## src/rtl/spi_register_frame_slave_unit_defines.svh

```systemverilog
// Assertion helpers shared by the frame slave RTL.
`ifndef SPI_REGISTER_FRAME_SLAVE_UNIT_DEFINES_SVH
`define SPI_REGISTER_FRAME_SLAVE_UNIT_DEFINES_SVH

// Checks that the consequent holds in the same cycle as the antecedent.
`define SRFS_ASSERT_NOW(label, clk, rst, ante, cons, msg) \
  label: assert property (@(posedge clk) disable iff (rst) (ante) |-> (cons)) \
    else $error(msg);

// Checks that the consequent holds in the cycle after the antecedent.
`define SRFS_ASSERT_NEXT(label, clk, rst, ante, cons, msg) \
  label: assert property (@(posedge clk) disable iff (rst) (ante) |=> (cons)) \
    else $error(msg);

`endif

```

## src/rtl/srfs_pkg.sv

```systemverilog
`default_nettype none
package srfs_pkg;

  // Default sizes of the frame queue and the register table.
  localparam int DEF_QUEUE_DEPTH = 64;
  localparam int DEF_REG_COUNT   = 16;

  // Depths of the request queue and the result queue.
  localparam int FRONT_DEPTH = 2;
  localparam int OUT_DEPTH   = 4;

  // Reset value of the frame synchronization byte.
  localparam logic [7:0] SYNC_RESET = 8'hFF;

  // Configuration register select (paddr bit 2).
  localparam logic ADDR_IDX_SYNC = 1'b0;

  // Request type codes on the input port.
  localparam logic [2:0] REQ_RX  = 3'd0;
  localparam logic [2:0] REQ_TXE = 3'd1;
  localparam logic [2:0] REQ_POP = 3'd2;
  localparam logic [2:0] REQ_WR  = 3'd3;
  localparam logic [2:0] REQ_SET = 3'd4;
  localparam logic [2:0] REQ_CLR = 3'd5;

  // Operation codes after classification.
  localparam logic [2:0] OP_NONE = 3'd0;
  localparam logic [2:0] OP_RX   = 3'd1;
  localparam logic [2:0] OP_TXE  = 3'd2;
  localparam logic [2:0] OP_POP  = 3'd3;
  localparam logic [2:0] OP_WR   = 3'd4;
  localparam logic [2:0] OP_SET  = 3'd5;
  localparam logic [2:0] OP_CLR  = 3'd6;

  // Request as it arrives on the input port.
  typedef struct packed {
    logic [2:0]  req_type;
    logic [7:0]  rx_byte;
    logic [6:0]  reg_address;
    logic [15:0] reg_value;
  } srfs_in_t;

  // Request after classification.
  typedef struct packed {
    logic [2:0]  op;
    logic [7:0]  rx_byte;
    logic [6:0]  reg_address;
    logic [15:0] reg_value;
  } srfs_item_t;

  // Result as delivered on the output port.
  typedef struct packed {
    logic        tx_valid;
    logic [7:0]  tx_byte;
    logic        cmd_valid;
    logic [6:0]  cmd_address;
    logic [15:0] cmd_data;
    logic        cmd_checksum_ok;
    logic        has_data;
    logic        fifo_full;
  } srfs_out_t;

  // Frame checksum: inverted xor of address, data low and data high.
  function automatic logic [7:0] checksum8(input logic [7:0] addr, input logic [15:0] data);
    checksum8 = ~(addr ^ data[7:0] ^ data[15:8]);
  endfunction

endpackage
`default_nettype wire

```

## src/rtl/spi_register_frame_slave_unit.sv

```systemverilog
// Data path: a request passes through the request queue, the execute stage and the result queue.
// Throughput: one request per cycle while the result queue has room, one result per request, set by the single
// read-modify-write execute stage on the register table and the frame queue memory.
// Reset: synchronous, active high; clears the parser, queue pointers, table valid bits
// and both handshake queues, sets the sync byte to 0xFF; no memory clearing pass.
`default_nettype none
`include "spi_register_frame_slave_unit_defines.svh"
module spi_register_frame_slave_unit import srfs_pkg::*; #(
  parameter int QUEUE_DEPTH = DEF_QUEUE_DEPTH,
  parameter int REG_COUNT   = DEF_REG_COUNT
) (
  input  wire logic        clk,
  input  wire logic        rst,
  input  wire logic        push,
  output logic             full,
  input  wire srfs_in_t    item,
  output logic             empty,
  input  wire logic        pop,
  output srfs_out_t        result,
  input  wire logic        psel,
  input  wire logic        penable,
  input  wire logic        pwrite,
  input  wire logic [2:0]  paddr,
  input  wire logic [31:0] pwdata,
  output logic      [31:0] prdata,
  output logic             pready
);

  logic                         sync_byte;
  logic [7:0]                   sync_reg;
  srfs_item_t                   head;
  logic                         head_empty;
  logic                         take;
  logic                         res_full;
  logic                         res_wr;
  srfs_out_t                    res;
  logic [$bits(srfs_out_t)-1:0] out_bits;

  // Configuration port: the sync byte register.
  assign pready    = 1'b1;
  assign sync_byte = psel && penable && pwrite && (paddr[2] == ADDR_IDX_SYNC);
  assign prdata    = (paddr[2] == ADDR_IDX_SYNC) ? {24'd0, sync_reg} : 32'd0;

  always_ff @(posedge clk) begin
    if (rst) begin
      sync_reg <= SYNC_RESET;
    end else if (sync_byte) begin
      sync_reg <= pwdata[7:0];
    end
  end

  // Request intake and classification.
  srfs_front u_front (
    .clk  (clk),
    .rst  (rst),
    .push (push),
    .item (item),
    .full (full),
    .take (take),
    .head (head),
    .empty(head_empty)
  );

  // Frame parser, register table and frame queue.
  srfs_back #(
    .QUEUE_DEPTH(QUEUE_DEPTH),
    .REG_COUNT  (REG_COUNT)
  ) u_back (
    .clk       (clk),
    .rst       (rst),
    .sync_byte (sync_reg),
    .head      (head),
    .head_empty(head_empty),
    .take      (take),
    .res_full  (res_full),
    .res_wr    (res_wr),
    .res       (res)
  );

  // Result queue toward the consumer.
  srfs_fifo #(
    .WIDTH($bits(srfs_out_t)),
    .DEPTH(OUT_DEPTH)
  ) u_out (
    .clk    (clk),
    .rst    (rst),
    .wr_en  (res_wr),
    .wr_data(res),
    .full   (res_full),
    .rd_en  (pop),
    .rd_data(out_bits),
    .empty  (empty)
  );

  assign result = srfs_out_t'(out_bits);

  // Both queues come out of reset empty.
  `SRFS_ASSERT_NEXT(a_reset_empty, clk, 1'b0, rst, empty && !full, "queues not empty after reset")
  // A single request never both transmits a byte and pops a frame.
  `SRFS_ASSERT_NOW(a_one_action, clk, rst, !empty, !(result.tx_valid && result.cmd_valid),
                   "result carries both a tx byte and a popped frame")
  // A full frame queue always reports data.
  `SRFS_ASSERT_NOW(a_full_has_data, clk, rst, !empty && result.fifo_full, result.has_data,
                   "frame queue full without data")
  // An accepted request is visible to the execution side in the next cycle.
  `SRFS_ASSERT_NEXT(a_front_holds, clk, rst, push && !full, !head_empty,
                    "accepted request missing from the request queue")

endmodule
`default_nettype wire

```

## src/rtl/srfs_ram.sv

```systemverilog
`default_nettype none
module srfs_ram #(
  parameter int WIDTH = 8,
  parameter int DEPTH = 16,
  localparam int AW = (DEPTH > 1) ? $clog2(DEPTH) : 1
) (
  input  wire logic             clk,
  input  wire logic             we,
  input  wire logic [AW-1:0]    waddr,
  input  wire logic [WIDTH-1:0] wdata,
  input  wire logic             re,
  input  wire logic [AW-1:0]    raddr,
  output logic      [WIDTH-1:0] rdata
);

  logic [WIDTH-1:0] mem [DEPTH];

  // Single write port and a registered read port.
  always_ff @(posedge clk) begin
    if (we) begin
      mem[waddr] <= wdata;
    end
    if (re) begin
      rdata <= mem[raddr];
    end
  end

endmodule
`default_nettype wire

```

## src/rtl/srfs_fifo.sv

```systemverilog
`default_nettype none
module srfs_fifo #(
  parameter int WIDTH = 8,
  parameter int DEPTH = 2,
  localparam int AW = (DEPTH > 1) ? $clog2(DEPTH) : 1,
  localparam int CW = $clog2(DEPTH + 1)
) (
  input  wire logic             clk,
  input  wire logic             rst,
  input  wire logic             wr_en,
  input  wire logic [WIDTH-1:0] wr_data,
  output logic                  full,
  input  wire logic             rd_en,
  output logic      [WIDTH-1:0] rd_data,
  output logic                  empty
);

  localparam logic [AW-1:0] LAST = AW'(DEPTH - 1);

  logic [WIDTH-1:0] mem [DEPTH];
  logic [AW-1:0]    wr_ptr;
  logic [AW-1:0]    rd_ptr;
  logic [CW-1:0]    count;
  logic             do_wr;
  logic             do_rd;

  assign full    = (count == CW'(DEPTH));
  assign empty   = (count == '0);
  assign do_wr   = wr_en && !full;
  assign do_rd   = rd_en && !empty;
  assign rd_data = mem[rd_ptr];

  // Pointers and fill count.
  always_ff @(posedge clk) begin
    if (rst) begin
      wr_ptr <= '0;
      rd_ptr <= '0;
      count  <= '0;
    end else begin
      if (do_wr) begin
        wr_ptr <= (wr_ptr == LAST) ? '0 : wr_ptr + 1'b1;
      end
      if (do_rd) begin
        rd_ptr <= (rd_ptr == LAST) ? '0 : rd_ptr + 1'b1;
      end
      if (do_wr && !do_rd) begin
        count <= count + 1'b1;
      end else if (do_rd && !do_wr) begin
        count <= count - 1'b1;
      end
    end
  end

  // Entry storage.
  always_ff @(posedge clk) begin
    if (do_wr) begin
      mem[wr_ptr] <= wr_data;
    end
  end

endmodule
`default_nettype wire

```

## src/rtl/srfs_front.sv

```systemverilog
`default_nettype none
module srfs_front import srfs_pkg::*; (
  input  wire logic       clk,
  input  wire logic       rst,
  input  wire logic       push,
  input  wire srfs_in_t   item,
  output logic            full,
  input  wire logic       take,
  output srfs_item_t      head,
  output logic            empty
);

  srfs_item_t                    cls;
  logic [$bits(srfs_item_t)-1:0] head_bits;

  // Classify the request type into an operation code.
  always_comb begin
    cls.rx_byte     = item.rx_byte;
    cls.reg_address = item.reg_address;
    cls.reg_value   = item.reg_value;
    case (item.req_type)
      REQ_RX:  cls.op = OP_RX;
      REQ_TXE: cls.op = OP_TXE;
      REQ_POP: cls.op = OP_POP;
      REQ_WR:  cls.op = OP_WR;
      REQ_SET: cls.op = OP_SET;
      REQ_CLR: cls.op = OP_CLR;
      default: cls.op = OP_NONE;
    endcase
  end

  // Short queue that decouples the input from the execution side.
  srfs_fifo #(
    .WIDTH($bits(srfs_item_t)),
    .DEPTH(FRONT_DEPTH)
  ) u_queue (
    .clk    (clk),
    .rst    (rst),
    .wr_en  (push),
    .wr_data(cls),
    .full   (full),
    .rd_en  (take),
    .rd_data(head_bits),
    .empty  (empty)
  );

  assign head = srfs_item_t'(head_bits);

endmodule
`default_nettype wire

```

## src/rtl/srfs_back.sv

```systemverilog
`default_nettype none
module srfs_back import srfs_pkg::*; #(
  parameter int QUEUE_DEPTH = DEF_QUEUE_DEPTH,
  parameter int REG_COUNT   = DEF_REG_COUNT
) (
  input  wire logic       clk,
  input  wire logic       rst,
  input  wire logic [7:0] sync_byte,
  input  wire srfs_item_t head,
  input  wire logic       head_empty,
  output logic            take,
  input  wire logic       res_full,
  output logic            res_wr,
  output srfs_out_t       res
);

  localparam int QIDX = (QUEUE_DEPTH > 1) ? $clog2(QUEUE_DEPTH) : 1;
  localparam int RIDX = (REG_COUNT > 1) ? $clog2(REG_COUNT) : 1;
  localparam logic [QIDX-1:0] QLAST = QIDX'(QUEUE_DEPTH - 1);

  // Frame parser phases.
  localparam logic [2:0] PH_SYNC  = 3'd0;
  localparam logic [2:0] PH_ADDR  = 3'd1;
  localparam logic [2:0] PH_RX_HI = 3'd2;
  localparam logic [2:0] PH_RX_LO = 3'd3;
  localparam logic [2:0] PH_RX_CK = 3'd4;
  localparam logic [2:0] PH_TX_HI = 3'd5;
  localparam logic [2:0] PH_TX_LO = 3'd6;
  localparam logic [2:0] PH_TX_CK = 3'd7;

  function automatic logic [QIDX-1:0] q_inc(input logic [QIDX-1:0] p);
    q_inc = (p == QLAST) ? '0 : p + 1'b1;
  endfunction

  // Architectural state.
  logic [2:0]           phase, phase_next;
  logic [31:0]          fword, fword_next;
  logic                 tx_active, tx_active_next;
  logic [QIDX-1:0]      qhead, qhead_next;
  logic [QIDX-1:0]      qtail, qtail_next;
  logic                 qfull, qfull_next;
  logic [REG_COUNT-1:0] reg_valid;

  // Execute stage registers.
  logic       b_valid;
  srfs_item_t b_item;
  logic       b_reg_byp;
  logic [23:0] b_reg_bdata;
  logic       b_q_byp;
  logic [30:0] b_q_bdata;

  // Memory ports and lookup.
  logic            go;
  logic            b_exec;
  logic [6:0]      a_raddr7;
  logic [RIDX-1:0] a_ridx;
  logic [QIDX-1:0] a_qaddr;
  logic [23:0]     reg_q;
  logic [30:0]     q_q;
  logic            reg_we;
  logic [23:0]     reg_wdata;
  logic            q_we;
  logic [30:0]     q_wdata;
  logic            b_pop;
  logic [6:0]      b_raddr7;
  logic [RIDX-1:0] b_ridx;
  logic            b_in_range;
  logic [23:0]     reg_rd;
  logic [30:0]     q_rd;
  logic [15:0]     d16;

  // The pipeline advances whenever the result queue has room.
  assign go     = !res_full;
  assign take   = go && !head_empty;
  assign b_exec = go && b_valid;
  assign res_wr = b_exec;

  // Read addresses for the request at the head of the queue.
  assign a_raddr7 = (head.op == OP_RX) ? head.rx_byte[6:0] : head.reg_address;
  assign a_ridx   = a_raddr7[RIDX-1:0];
  assign a_qaddr  = b_pop ? q_inc(qtail) : qtail;

  srfs_ram #(.WIDTH(24), .DEPTH(REG_COUNT)) u_reg_ram (
    .clk  (clk),
    .we   (reg_we),
    .waddr(b_ridx),
    .wdata(reg_wdata),
    .re   (go),
    .raddr(a_ridx),
    .rdata(reg_q)
  );

  srfs_ram #(.WIDTH(31), .DEPTH(QUEUE_DEPTH)) u_frame_ram (
    .clk  (clk),
    .we   (q_we),
    .waddr(qhead),
    .wdata(q_wdata),
    .re   (go),
    .raddr(a_qaddr),
    .rdata(q_q)
  );

  // Operand selection: forwarded write, never-written entry, or memory data.
  assign b_raddr7   = (b_item.op == OP_RX) ? b_item.rx_byte[6:0] : b_item.reg_address;
  assign b_ridx     = b_raddr7[RIDX-1:0];
  assign b_in_range = ({25'd0, b_raddr7} < REG_COUNT);
  assign reg_rd     = b_reg_byp ? b_reg_bdata : (reg_valid[b_ridx] ? reg_q : 24'd0);
  assign q_rd       = b_q_byp ? b_q_bdata : q_q;

  // Execute one request.
  always_comb begin
    phase_next     = phase;
    fword_next     = fword;
    tx_active_next = tx_active;
    qhead_next     = qhead;
    qtail_next     = qtail;
    qfull_next     = qfull;
    reg_we         = 1'b0;
    reg_wdata      = 24'd0;
    q_we           = 1'b0;
    q_wdata        = 31'd0;
    b_pop          = 1'b0;
    d16            = 16'd0;
    res            = '0;
    if (b_exec) begin
      case (b_item.op)
        OP_RX: begin
          case (phase)
            PH_SYNC: begin
              if (b_item.rx_byte == sync_byte) begin
                phase_next = PH_ADDR;
              end
            end
            PH_ADDR: begin
              fword_next = {b_item.rx_byte, 24'd0};
              if (b_item.rx_byte[7]) begin
                if (b_in_range) begin
                  fword_next[23:0] = reg_rd;
                end
                phase_next     = PH_TX_HI;
                tx_active_next = 1'b1;
                res.tx_valid   = 1'b1;
                res.tx_byte    = fword_next[23:16];
              end else begin
                phase_next = PH_RX_HI;
              end
            end
            PH_RX_HI: begin
              fword_next = fword | {8'd0, b_item.rx_byte, 16'd0};
              phase_next = PH_RX_LO;
            end
            PH_RX_LO: begin
              fword_next = fword | {16'd0, b_item.rx_byte, 8'd0};
              phase_next = PH_RX_CK;
            end
            PH_RX_CK: begin
              fword_next = fword | {24'd0, b_item.rx_byte};
              phase_next = PH_SYNC;
              if (!qfull) begin
                q_we       = 1'b1;
                q_wdata    = fword_next[30:0];
                qhead_next = q_inc(qhead);
                qfull_next = (q_inc(qhead) == qtail);
              end
            end
            default: begin
            end
          endcase
        end
        OP_TXE: begin
          if (tx_active) begin
            res.tx_valid = 1'b1;
            if (phase == PH_TX_HI) begin
              res.tx_byte = fword[15:8];
              phase_next  = PH_TX_LO;
            end else if (phase == PH_TX_LO) begin
              res.tx_byte = fword[7:0];
              phase_next  = PH_TX_CK;
            end else begin
              res.tx_byte    = 8'd0;
              tx_active_next = 1'b0;
              phase_next     = PH_SYNC;
            end
          end
        end
        OP_POP: begin
          if ((qhead != qtail) || qfull) begin
            b_pop               = 1'b1;
            qtail_next          = q_inc(qtail);
            qfull_next          = 1'b0;
            res.cmd_valid       = 1'b1;
            res.cmd_address     = q_rd[30:24];
            res.cmd_data        = q_rd[23:8];
            res.cmd_checksum_ok = (q_rd[7:0] == checksum8({1'b0, q_rd[30:24]}, q_rd[23:8]));
          end
        end
        OP_WR, OP_SET, OP_CLR: begin
          if (b_in_range) begin
            d16 = reg_rd[23:8];
            if (b_item.op == OP_WR) begin
              d16 = b_item.reg_value;
            end else if (b_item.op == OP_SET) begin
              d16 = d16 | b_item.reg_value;
            end else begin
              d16 = d16 & ~b_item.reg_value;
            end
            reg_we    = 1'b1;
            reg_wdata = {d16, checksum8({1'b1, b_item.reg_address}, d16)};
          end
        end
        default: begin
        end
      endcase
    end
    res.has_data  = (qhead_next != qtail_next) || qfull_next;
    res.fifo_full = qfull_next;
  end

  // Control state.
  always_ff @(posedge clk) begin
    if (rst) begin
      phase     <= PH_SYNC;
      fword     <= 32'd0;
      tx_active <= 1'b0;
      qhead     <= '0;
      qtail     <= '0;
      qfull     <= 1'b0;
      reg_valid <= '0;
      b_valid   <= 1'b0;
    end else begin
      phase     <= phase_next;
      fword     <= fword_next;
      tx_active <= tx_active_next;
      qhead     <= qhead_next;
      qtail     <= qtail_next;
      qfull     <= qfull_next;
      if (reg_we) begin
        reg_valid[b_ridx] <= 1'b1;
      end
      if (go) begin
        b_valid <= !head_empty;
      end
    end
  end

  // Execute stage payload and forwarding of writes that race a read.
  always_ff @(posedge clk) begin
    if (go) begin
      b_item      <= head;
      b_reg_byp   <= reg_we && (b_ridx == a_ridx);
      b_reg_bdata <= reg_wdata;
      b_q_byp     <= q_we && (qhead == a_qaddr);
      b_q_bdata   <= q_wdata;
    end
  end

endmodule
`default_nettype wire

```

## config.mk

```make
export PLATFORM = sky130hd
export DESIGN_NAME = spi_register_frame_slave_unit
export DESIGN_NICKNAME = d
export VERILOG_FILES = /design/src/rtl/srfs_pkg.sv /design/src/rtl/spi_register_frame_slave_unit.sv /design/src/rtl/srfs_ram.sv /design/src/rtl/srfs_fifo.sv /design/src/rtl/srfs_front.sv /design/src/rtl/srfs_back.sv
export VERILOG_INCLUDE_DIRS = /design/src /design/src/rtl
export SDC_FILE = /design/constraint.sdc
export NUM_CORES = 2
export LEC_CHECK = 0
export BUFFER_PORTS_ARGS = -buffer_cell sky130_fd_sc_hd__buf_4
export CAP_MARGIN = 20
export CORE_MARGIN = 5
export CORE_UTILIZATION = 40
export CTS_CLUSTER_DIAMETER = 30
export DETAILED_ROUTE_END_ITERATION = 7
export HOLD_SLACK_MARGIN = 0.1
export PLACE_DENSITY = 0.56
export SYNTH_ARGS = -nofsm -noshare
export SYNTH_HDL_FRONTEND = slang
export SYNTH_HIERARCHICAL = 1
export SYNTH_SLANG_ARGS = --single-unit
```

## constraint.sdc

```tcl
create_clock -name clk -period 13.7 [get_ports clk]
set_input_delay 0.685 -clock clk [delete_from_list [all_inputs] [get_ports clk]]
set_output_delay 0.685 -clock clk [all_outputs]
set_load 0.03 [all_outputs]
```

==> flow_metrics.py <==
metrics = {
    "outcome": {
        "outcome": "finished, final reports clean",
    },
    "min_path": {
        "hold_path.class": "in -> reg",
    },
    "drt": {
        "via_per_inst": 5.63,
        "vias": 56900,
        "finalWirelength_um": 285000,
        "postRouteAntennaNets": 0,
        "firstDrtPassIters": 5,
        "routedWlPerCell_um": 28.2,
        "drc": 0,
        "first_iter_violations": 5856,
    },
    "synthesis": {
        "async_flop_share": 0,
        "ys_seq_area_frac": 0.760,
        "ys.flop_type": "edfxtp_1",
        "synth-edff-count": 2726,
        "syn_inst": 5513,
        "synth.avg_cell_area_um2": 20.0,
        "syn_area_um2": 110000,
        "yosysWarnings": 6,
        "ys_seq_elements": 2813,
        "synthDistinctLibCells": 79,
    },
    "placed_design": {
        "port_buffers": 95,
        "gp_congestion": 0.812,
        "pre_cts_ws_ns": 6.06,
        "hpwl_um": 156000,
    },
    "final_layout": {
        "nFillCells": 21900,
        "top_regs": "u_back/u_frame_ram/mem (1984), u_back/u_reg_ram/mem (384), u_out/mem (144)",
        "mostFrequentLayoutCell": "edfxtp_1",
        "area_delta_synth_final_pct": 22.4,
        "nets": 6173,
        "largest-register": "u_back/u_frame_ram/mem",
        "largest_register_ffs": 1984,
        "drive_gt1_frac": 0.292,
        "final_cell_mix": "edfxtp_1, clkbuf_16, mux4_2, mux2i_1, buf_4",
    },
    "clocking": {
        "clk_latency_ns": 0.90,
        "ctsHoldBuffers": 40,
        "htree_levels": 6,
        "cts_setup_buffers": 0,
        "cts_sinks": 2813,
        "cts_tree": "built",
        "cts_resized": 0,
        "cts_root_buf": "clkbuf_16",
        "cts_buffers": 544,
        "clk_path_buf_depth": 4,
        "path_clk_slew_ns": 0.04,
    },
    "critical_path": {
        "crit_fanout": 51,
        "path_class": "reg -> reg",
        "crit_required_ns": 14.43,
        "rr_endpoint": "u_back/u_frame_ram/rdata[20]",
        "r2r_start": "u_out/count[0]",
        "reg2regPathDepth": 17,
        "crit_arrival_ns": 8.29,
        "end_kind": "flip-flop",
        "crit_end": "u_back/u_frame_ram/rdata[20]",
        "worstSetupStartpoint": "u_out/count[0]",
        "r2r_slack_ns": 6.14,
        "critPathLaunchType": "flip-flop",
    },
    "grt": {
        "grt_pass1_wl_um": 410000,
        "grt_overflow": 0,
        "grt_start_max_net_pins": 94,
        "grt_pass1_vias": 58200,
        "antenna_found_initial": 30,
        "grt_usage": 0.196,
    },
    "sta": {
        "period_share": 0.552,
        "grt_setup_unrepaired": "no",
        "worst_pin_slew_ns": 1.23,
        "fin_skew_ns": 0.0780,
        "setup_viol": 0,
        "period_minus_slack_ns": 7.56,
        "relSlewSlack": 0.172,
        "finalHoldViolations": 0,
        "setup_tns_ns": 0,
        "drv_slew": 0,
        "max_freq_ghz": 0.132,
        "fin_ws_ns": 6.14,
    },
    "job": {
        "cap_violations": 0,
    },
    "die": {
        "design.die.area_um2": 286000,
        "die_width_um": 534,
        "row_count": 192,
        "core_um2": 274000,
        "io_pins": 147,
        "initial_core_util": 0.402,
        "die_y_um": 534,
    },
    "power": {
        "seq_power_share": 0.397,
        "p_leak_nw": 43.6,
        "power.internal_mw": 19.1,
        "ir_worst_vdd_mv": 0.122,
        "p_clk_frac": 0.528,
        "combinationalPowerShare": 0.075,
        "power.density_nw_per_um2": 184,
        "p_sw_mw": 5.69,
        "switching_share": 0.230,
    },
}
stage by stage:
| stage | hold slack (ns) | instances | power, mW | area [um^2] | utilization |
|---|---|---|---|---|---|
| finish | 0.174 | 10100 | 24.8 | 135000 | 0.492 |
| floorplan | 0.430 | 5536 | 11.2 | 110000 | - |
| global placement | 0.446 | 9073 | 11.8 | 116000 | 0.423 |
| detailed placement | 0.459 | 9076 | 11.8 | 116000 | 0.423 |
| CTS | 0.104 | 10100 | 25.0 | 135000 | 0.492 |
| global route | 0.139 | 10100 | 25.6 | 135000 | 0.492 |
worst max-delay path, stage by stage (launching register included):
cell      delay, ns
dfxtp_1        0.44
or3b_1         0.33
clkinv_4       0.15
nor2b_1        0.13
buf_4          0.21
nor3b_1        0.78
o41ai_2        0.35
buf_4          0.33
inv_1          0.33
nand2_1        0.22
xnor2_2        0.15
buf_4          0.47
buf_4          0.78
buf_4          0.73
mux4_2         0.35
o22ai_1        0.15
o31ai_1        1.07
and3_1         0.29
power by group through the flow:
stage | logic [mW] | registers, mW | clock network [mW]
final | 1.86 | 9.83 | 13.1
after global routing | 1.99 | 9.84 | 13.7
after CTS | 1.87 | 9.83 | 13.3
after detailed placement | 1.85 | 9.98 | 0
after global placement | 1.84 | 9.97 | 0
after floorplan | 1.33 | 9.87 | 0
area by class of cell:
| type | count | area, um^2 | share of cell area |
|---|---|---|---|
| sequential | 2813 | 83600 | 0.621 |
| multi-input combinational | 2331 | 25300 | 0.188 |
| clock buffer | 631 | 14400 | 0.107 |
| tap | 3589 | 4490 | 0.0333 |
| clock inverter | 341 | 3890 | 0.0289 |
| timing repair buffer | 345 | 2720 | 0.0202 |
| inverter | 52 | 234 | 0.00174 |
| antenna | 13 | 32.5 | 0.000242 |
Yosys cell counts (all sizes together) (48+ instances only):
master	number	share of area
edfxtp	2726	0.74
mux4	535	0.11
mux2i	356	0.033
nor2	258	0.0088
buf	185	0.010
a22oi	161	0.011
clkbuf	155	0.0053
nand2	114	0.0039
o21ai	114	0.0052
dfxtp	87	0.016
o22ai	86	0.0049
a21oi	84	0.0040
a31oi	55	0.0031
inv	50	0.0017
mux2	48	0.0050
xnor2	48	0.0038
cells by family after synthesis:
| logic type | share of synthesized area |
|---|---|
| AO/OA/AOI/OAI | 0.0417 |
| XOR/XNOR | 0.00645 |
| adder cells (fa/ha/maj) | 0.00121 |
| buffers and inverters | 0.0176 |
| flip-flops | 0.760 |
| multiplexers | 0.147 |
| other | 0.0000683 |
| AND/OR/NAND/NOR | 0.0260 |
routing by layer:
metal | global-route usage | vias to the layer above | wire (um)
li1 | - | 24000 | -
met1 | 0.278 | 30200 | 119000
met2 | 0.315 | 2224 | 137000
met3 | 0.0330 | 428 | 21500
met4 | 0.0569 | 2 | 6820
met5 | 0 | - | 15
worst min path at each step:
stage	startpoint	cells past startpoint	end	slack (ns)
CTS	item[33]	2	u_front/u_queue/mem[0][31]	0.10
detailed placement	u_back/reg_valid[9]	2	u_back/reg_valid[9]	0.46
finish	item[32]	2	u_front/u_queue/mem[0][31]	0.17
global placement	u_back/reg_valid[9]	2	u_back/reg_valid[9]	0.45
global route	item[33]	2	u_front/u_queue/mem[0][31]	0.14
floorplan	u_back/fword[16]	2	u_back/fword[16]	0.43
Power figures use the tool's default switching activity.
